==> config.mk <==
export PLATFORM = sky130hd
export DESIGN_NAME = mheq_ctrl
export DESIGN_NICKNAME = d
export VERILOG_FILES = /design/src/rtl/mheq_pkg.sv /design/src/rtl/mheq_ctrl.sv
export VERILOG_INCLUDE_DIRS = /design/src /design/src/rtl
export SDC_FILE = /design/constraint.sdc
export NUM_CORES = 1
export LEC_CHECK = 0
export BUFFER_PORTS_ARGS = -buffer_cell sky130_fd_sc_hd__buf_2
export CAP_MARGIN = 25
export CORE_ASPECT_RATIO = 1.1
export CORE_MARGIN = 2
export CORE_UTILIZATION = 28
export DETAILED_ROUTE_END_ITERATION = 16
export PLACE_DENSITY_LB_ADDON = 0.1
export SLEW_MARGIN = 10
export SYNTH_ARGS = -nofsm -noshare
export SYNTH_HDL_FRONTEND = slang
export SYNTH_SLANG_ARGS = --single-unit
export TNS_END_PERCENT = 5
==> constraint.sdc <==
create_clock -name clk_i -period 1.6 [get_ports clk_i]
set_input_delay 0.16 -clock clk_i [delete_from_list [all_inputs] [get_ports clk_i]]
set_output_delay 0.16 -clock clk_i [all_outputs]
set_load 0.03 [all_outputs]
==> src/rtl/midway_histogram_equalization_unit_defines.svh <==
// ---------------------------------------------------------------------------
// Assertion macros for the midway histogram equalization unit
// Checks are compiled in unless SYNTH is defined.
// ---------------------------------------------------------------------------
`ifndef MIDWAY_HISTOGRAM_EQUALIZATION_UNIT_DEFINES_SVH
`define MIDWAY_HISTOGRAM_EQUALIZATION_UNIT_DEFINES_SVH
`ifndef SYNTH
// plain property check on clk_i with reset disable
`define MHEQ_ASSERT(lbl, prop) \
  lbl: assert property (@(posedge clk_i) disable iff (!rst_ni) (prop)) \
    else $error("mheq assertion failed");
// implication check: condition implies consequence in the same cycle
`define MHEQ_ASSERT_IMP(lbl, cond, cons) \
  lbl: assert property (@(posedge clk_i) disable iff (!rst_ni) (cond) |-> (cons)) \
    else $error("mheq implication failed");
`else
`define MHEQ_ASSERT(lbl, prop)
`define MHEQ_ASSERT_IMP(lbl, cond, cons)
`endif
`endif

==> src/rtl/mheq_pkg.sv <==
// ---------------------------------------------------------------------------
// mheq_pkg
// Shared constants, op codes and controller/datapath bundles.
// ---------------------------------------------------------------------------
package mheq_pkg;

  localparam int unsigned MAX_PIXELS_DEF = 4096;
  localparam int unsigned PIXEL_BITS     = 16;
  localparam int unsigned STORE_BITS     = PIXEL_BITS + 1;
  localparam int unsigned INDEX_BITS     = 12;
  localparam int unsigned DIM_BITS       = 7;
  localparam int unsigned CFG_IDX_BITS   = 2;
  localparam logic [DIM_BITS-1:0] DIM_RESET = 7'd64;

  // configuration register indexes
  localparam logic [CFG_IDX_BITS-1:0] REG_WIDTH  = 2'd0;
  localparam logic [CFG_IDX_BITS-1:0] REG_HEIGHT = 2'd1;

  typedef enum logic [2:0] {
    OP_LOAD1 = 3'd0,
    OP_LOAD2 = 3'd1,
    OP_EQUAL = 3'd2,
    OP_READ1 = 3'd3,
    OP_READ2 = 3'd4
  } op_e;

  localparam logic KIND_DONE = 1'b0;
  localparam logic KIND_READ = 1'b1;

  // commands from controller to datapath
  typedef struct packed {
    logic accept;
    logic res_read;
    logic res_done;
    logic eq_init;
    logic rk_fetch;
    logic rk_cap;
    logic rk_sweep;
    logic rk_write;
    logic av_val;
    logic av_write;
  } cmd_t;

  // status from datapath to controller
  typedef struct packed {
    logic n_zero;
    logic i_last;
    logic j_last;
    logic r_last;
  } sts_t;

endpackage

==> src/rtl/mheq_ctrl.sv <==
// ---------------------------------------------------------------------------
// mheq_ctrl
// Sequencer for load, read and the rank/average passes of equalize.
// ---------------------------------------------------------------------------
`include "midway_histogram_equalization_unit_defines.svh"

module mheq_ctrl (
  input  logic            clk_i,
  input  logic            rst_ni,
  input  logic            in_valid_i,
  output logic            in_ready_o,
  input  logic [2:0]      in_op_i,
  output logic            out_valid_o,
  input  logic            out_ready_i,
  input  mheq_pkg::sts_t  sts_i,
  output mheq_pkg::cmd_t  cmd_o
);

  typedef enum logic [3:0] {
    ST_IDLE,
    ST_READ,
    ST_EQ_START,
    ST_RK_FETCH,
    ST_RK_CAP,
    ST_RK_SWEEP,
    ST_RK_DRAIN,
    ST_RK_WRITE,
    ST_AV_ORD,
    ST_AV_VAL,
    ST_AV_WRITE,
    ST_RESULT
  } state_e;

  state_e state_q, state_d;
  logic   fire;

  assign in_ready_o  = (state_q == ST_IDLE);
  assign out_valid_o = (state_q == ST_RESULT);
  assign fire        = in_valid_i && in_ready_o;

  // command decode and next state
  always_comb begin
    cmd_o   = '0;
    state_d = state_q;
    case (state_q)
      ST_IDLE: begin
        cmd_o.accept = fire;
        if (fire && (in_op_i == mheq_pkg::OP_READ1 || in_op_i == mheq_pkg::OP_READ2))
          state_d = ST_READ;
        else if (fire && in_op_i == mheq_pkg::OP_EQUAL)
          state_d = ST_EQ_START;
      end
      ST_READ: begin
        cmd_o.res_read = 1'b1;
        state_d = ST_RESULT;
      end
      ST_EQ_START: begin
        cmd_o.eq_init = 1'b1;
        if (sts_i.n_zero) begin
          cmd_o.res_done = 1'b1;
          state_d = ST_RESULT;
        end else begin
          state_d = ST_RK_FETCH;
        end
      end
      ST_RK_FETCH: begin
        cmd_o.rk_fetch = 1'b1;
        state_d = ST_RK_CAP;
      end
      ST_RK_CAP: begin
        cmd_o.rk_cap = 1'b1;
        state_d = ST_RK_SWEEP;
      end
      ST_RK_SWEEP: begin
        cmd_o.rk_sweep = 1'b1;
        if (sts_i.j_last) state_d = ST_RK_DRAIN;
      end
      ST_RK_DRAIN: state_d = ST_RK_WRITE;
      ST_RK_WRITE: begin
        cmd_o.rk_write = 1'b1;
        state_d = sts_i.i_last ? ST_AV_ORD : ST_RK_FETCH;
      end
      ST_AV_ORD: state_d = ST_AV_VAL;
      ST_AV_VAL: begin
        cmd_o.av_val = 1'b1;
        state_d = ST_AV_WRITE;
      end
      ST_AV_WRITE: begin
        cmd_o.av_write = 1'b1;
        if (sts_i.r_last) begin
          cmd_o.res_done = 1'b1;
          state_d = ST_RESULT;
        end else begin
          state_d = ST_AV_ORD;
        end
      end
      ST_RESULT: begin
        if (out_ready_i) state_d = ST_IDLE;
      end
      default: state_d = ST_IDLE;
    endcase
  end

  // state register
  always_ff @(posedge clk_i or negedge rst_ni) begin
    if (!rst_ni) begin
      state_q <= ST_IDLE;
    end else begin
      state_q <= state_d;
    end
  end

  // checks
  `MHEQ_ASSERT(a_rd_port_excl, $onehot0({cmd_o.accept, cmd_o.rk_fetch, cmd_o.rk_sweep, cmd_o.av_val}))
  `MHEQ_ASSERT_IMP(a_write_after_drain, state_q == ST_RK_WRITE, $past(state_q) == ST_RK_DRAIN)
  `MHEQ_ASSERT_IMP(a_result_loaded, state_q == ST_RESULT && $past(state_q) != ST_RESULT,
                   $past(cmd_o.res_read) || $past(cmd_o.res_done))

endmodule
==> results of run 1 <==
-- power breakdown --
part | internal, uW | switching [uW] | total [uW]
Combinational | 447 | 570 | 1020
Sequential | 163 | 98.8 | 261
Clock | 84.2 | 45.5 | 130
-- placed cells by master, fill, tap and decap left out, types with 2 or more instances in the layout --
cell type and count:
nand2b_1 5, o21ai_1 3, clkbuf_4 3, inv_1 2, nor2_1 9, dfrtp_2 3, o21ai_0 3, buf_2 22
buf_4 9, nand2_1 7, nor3_1 5
-- repair_timing --
item / CTS / global route
endpoints found under the setup margin: 3 / 2
endpoints found under the hold margin: 4 / 0
buffers inserted: 2 / 4
hold buffers: 1 / 0
resized for setup: 2 / 1
-- logic make-up (layout without fill, tap and decap cells) --
logic type | after synthesis | in the layout
simple gates | 32 | 32
compound gates | 14 | 14
buf+inv | 6 | 37
flops | 4 | 4
xor+xnor | 1 | 1
mux | 1 | 1
-- worst max path at each step --
| stage | start | end | slack, ps | depth (start not counted) |
|---|---|---|---|---|
| final | state_q[2] | cmd_o[9] | 80 | 3 |
| after global routing | state_q[1] | cmd_o[9] | 5 | 4 |
| after CTS | state_q[2] | cmd_o[9] | 6 | 3 |
| after detailed placement | state_q[3] | cmd_o[9] | 180 | 3 |
| after global placement | state_q[3] | cmd_o[9] | 190 | 3 |
| after floorplan | state_q[3] | cmd_o[4] | 40 | 3 |
-- layer usage --
layer | vias to the layer above | wire, um | GRT usage | part of all wire
li1 | 269 | - | - | -
met1 | 229 | 524 | 0.139 | 0.44
met2 | 18 | 602 | 0.225 | 0.51
met3 | 2 | 44 | 0.0119 | 0.037
met4 | 0 | 19 | 0.0968 | 0.016
met5 | - | 0 | 0 | 0
-- cell type report --
class	instances	area share
repair buffers	32	0.291
multi-input cells	48	0.469
flip-flops and latches	4	0.161
inverters	2	0.0116
clock buffers	3	0.0349
well taps	17	0.0329
-- through the flow --
stage	utilization	worst slack, ps
2_1_floorplan	-	37.3
4_1_cts	0.404	5.85
6_report	0.425	78.1
5_1_grt	0.425	5.24
3_3_place_gp	0.371	187
3_5_place_dp	0.371	185
-- critical path, stage by stage (launching register included) --
cell and delay (ps):
dfrtp_2 460, nor4_4 280, and2_4 190, buf_2 190
-- cells in the mapped netlist, drive strengths merged --
cell	instances	area, um2
a221o	1	10.0
dfrtp	4	100
a31oi	1	6.26
mux2i	1	10.0
nand2b	6	45.0
a221oi	1	15.0
buf	4	41.3
o21bai	1	7.51
a211oi	1	12.5
nand2	7	26.3
o32ai	1	8.76
a21oi	1	5.00
o22ai	1	6.26
and2	2	16.3
o21ai	6	30.0
nor4	1	12.5
nor3	5	25.0
and3b	1	8.76
inv	2	7.51
nor2b	1	6.26
nor2	9	33.8
xnor2	1	8.76
==> results.cfg, run 1 <==
[global_route]
grt_antenna_before_repair = 0
grt_pass1_wl_um = 1730
grt_pass1_vias = 437
grt_overflow = 0
grt_max_degree = 16
grtUsageTotal = 0.126

[finish]
multi_input_area_um2 = 303
largest_register = state_q
diodes = 0
area_growth_pct = 45.8
fin_cells = 106
nets = 102
seq_area_um2 = 104
fin_area_um2 = 646
reg.largest.list = state_q (4)
largest_reg_flops = 4
final_layout_size_suffix_gt1_frac = 0.483
num-fill-cells = 161

[worst_hold_path]
hp-start = out_ready_i
hold_depth = 2
min_to = state_q[1]
hold_class = primary input to register

[route]
routed_wirelength_um = 1190
antenna_left = 0
drt_iter0_drc = 5
route.detailed.drc = 0
avgViaCountPerCell = 4.89
num_vias = 518
wl_per_cell_um = 11.2
dr.pass1.iters = 4

[setup_path]
r2r_cells = 4
r2r_slack_ps = 280
critPathArrivalTime_ps = 1360
worst-setup-path-type = register to output pin
cp.required_ps = 1440
path_max_fanout = 7
r2r-end = state_q[0]
worstReg2RegStart = state_q[1]
start_kind = register
endpoint_kind = output pin

[yosys]
ys_seq_elements = 4
synth_nets = 69
synth_compound_area_frac = 0.229
synthAdderAreaFrac = 0
synthXorXnorAreaFrac = 0.0198
ys_seq_area_frac = 0.226
muxShareOfSynthArea = 0.0226
yosysWarnings = 0
yosys.area_share.simple = 0.393
synth_area_um2 = 443
synthCells = 58
syn_area_per_cell_um2 = 7.64
synth.distinct_cells = 26
synth_top_family_by_area = simple AND/OR/NAND/NOR gates

[die]
coreArea_mm2 = 0.00152
rows = 15
ios = 23
die-area_mm2 = 0.00192
die_w_um = 41.9
die_height_um = 45.7
floorplan.initialDensity = 0.291

[sta]
tightest_slew_ps = 232
setup_viol = 0
hold_violations = 0
relSlewSlack = 0.845
hold_slack_ps = 162
rsz0062_at_grt = no
timing.final.max_slew_violations = 0
period_needed_ps = 1520
setup_tns_ps = 0
skew_ps = 1.35
clock.fmax_ghz = 0.657
finalCritPeriodShare = 0.951

[clock_tree]
cts_buffers = 3
cts.sink_count = 4
clk_pin_slew_worst_paths_ps = 40
clk_latency_ps = 240
cts_max_path_buffers = 2
cts_root_buffer = clkbuf_4
cts_tree = built
h-tree-depth = 1

[placement]
port_buffers = 22
place.gp.congestion = 0.776
dp_cells = 96
post_dp_cell_area_um2 = 564
dp_hpwl_um = 886

[pwr]
fin_total_pwr_uw = 1410
power.density_mw_per_mm2 = 2180
ir_drop_mv = 0.743
p_leak_uw = 0.000319

[run]
cap_viol_max_count = 0

[run_status]
outcome = finished, final reports clean
Power figures use the tool's default switching activity.
==> inputs of run 2 (changes only) <==
- CORE_MARGIN: 2 -> default
==> results.cfg, run 2 (synthesis gave the netlist of run 1 again) <==
[run_status]
outcome = finished, final reports clean

[placement]
dp_slack_ps = 173
port_buffers = 22
dp_hpwl_um = 916
post_dp_cell_area_um2 = 556
dp_cells = 94
place.gp.congestion = 0.849

[setup_path]
critPathArrivalTime_ps = 1410
path_max_fanout = 11
worst-setup-path-type = register to output pin
cp.required_ps = 1440
endpoint_kind = output pin
start_kind = register

[sta]
rsz0062_at_grt = yes
hold_slack_ps = 177
fin_ws_ps = 30.7
tightest_slew_ps = 268
relSlewSlack = 0.821
clock.fmax_ghz = 0.637
period_needed_ps = 1570
skew_ps = 8.53
finalCritPeriodShare = 0.981
hold_violations = 0
setup_viol = 0
timing.final.max_slew_violations = 0

[finish]
fin_cells = 106
reg.largest.list = state_q (4)
final_layout_size_suffix_gt1_frac = 0.500
num-fill-cells = 157
area_growth_pct = 48.0
fin_area_um2 = 656
largest_register = state_q
diodes = 0
most-common-layout-cells = buf_2 (21), buf_4 (10), nor2_1 (9)
final_util = 0.462
mostFrequentLayoutCell = buf_2
largest_reg_flops = 4
nets = 103

[pwr]
ir_drop_mv = 0.549
p_sw_uw = 736
pwr-share-seq = 0.203
sw_frac_of_total = 0.508
power.density_mw_per_mm2 = 2210
p_leak_uw = 0.000322
pwr-share-clk = 0.093
internal-power_uw = 711
comb_power_share = 0.705

[global_route]
grt_antenna_before_repair = 0
grt_overflow = 0
grt_pass1_vias = 453
grt_max_degree = 16
grt_pass1_wl_um = 2080
grtUsageTotal = 0.174

[die]
floorplan.initialDensity = 0.312
coreArea_mm2 = 0.00142
rows = 14
die_height_um = 43.7
ios = 23
die_w_um = 39.9
die-area_mm2 = 0.00175

[clock_tree]
cts_root_buffer = clkbuf_4
cts_tree = built
cts_max_path_buffers = 2
h-tree-depth = 1
cts.sink_count = 4
clk_pin_slew_worst_paths_ps = 40
cts_buffers = 3
clk_latency_ps = 250

[route]
drt_iter0_drc = 16
route.detailed.drc = 0
num_vias = 527
avgViaCountPerCell = 4.97
dr.pass1.iters = 4
wl_per_cell_um = 12.2
antenna_left = 0
routed_wirelength_um = 1290

[worst_hold_path]
hold_class = primary input to register

[run]
cap_viol_max_count = 0
## run 2: power groups by stage
stage	Sequential, uW	Clock, uW	Combinational [uW]
floorplan	201	0	801
global placement	328	0	839
detailed placement	320	0	831
CTS	299	126	938
global route	307	138	1100
finish	293	134	1020
## run 2: final cells by class
| type | instances | area [um2] | area share |
|---|---|---|---|
| Clock buffer | 3 | 22.5 | 0.0344 |
| Inverter | 2 | 7.51 | 0.0115 |
| Multi-Input combinational cell | 48 | 303 | 0.462 |
| Sequential cell | 4 | 105 | 0.160 |
| Tap cell | 16 | 20.0 | 0.0305 |
| Timing Repair Buffer | 33 | 198 | 0.302 |
## run 2: final timing paths
path / start / end / slack (ps) / depth (start not counted)
max in group asynchronous: rst_ni / state_q[1] / 1230 / 2
min in group asynchronous: rst_ni / state_q[2] / 240 / 2
hold / removal: out_ready_i / state_q[1] / 180 / 2
setup reg to reg: state_q[0] / state_q[0] / 270 / 4
setup / recovery: state_q[2] / cmd_o[7] / 30 / 4
hold reg to reg: state_q[3] / state_q[2] / 630 / 2
## run 2: layer usage
layer,global-route usage,up-vias,wire [um]
met5,0,-,0
met4,0.0828,0,33
met3,0.0308,2,72
met2,0.268,23,633
met1,0.229,236,551
li1,-,266,-
## run 2: what timing repair did
item / in CTS / in global routing
setup buffers: 4 / 4
endpoints found under the hold margin: 4 / 0
hold buffers: 1 / 0
gates resized for setup: 2 / 3
cloned: 0 / 0
endpoints found under the setup margin: 2 / 3
## run 2: through the flow
step | power (uW) | setup TNS (ps)
after floorplan | 1000 | 0
after global placement | 1170 | 0
after detailed placement | 1150 | 0
after CTS | 1360 | 0
after global routing | 1540 | -31.4
final | 1450 | 0
## run 2: worst max-delay path, cell delays in order (launching register included)
cell and delay [ps]:
dfrtp_2 480, buf_4 170, buf_4 130, nor3_1 160, buf_2 220
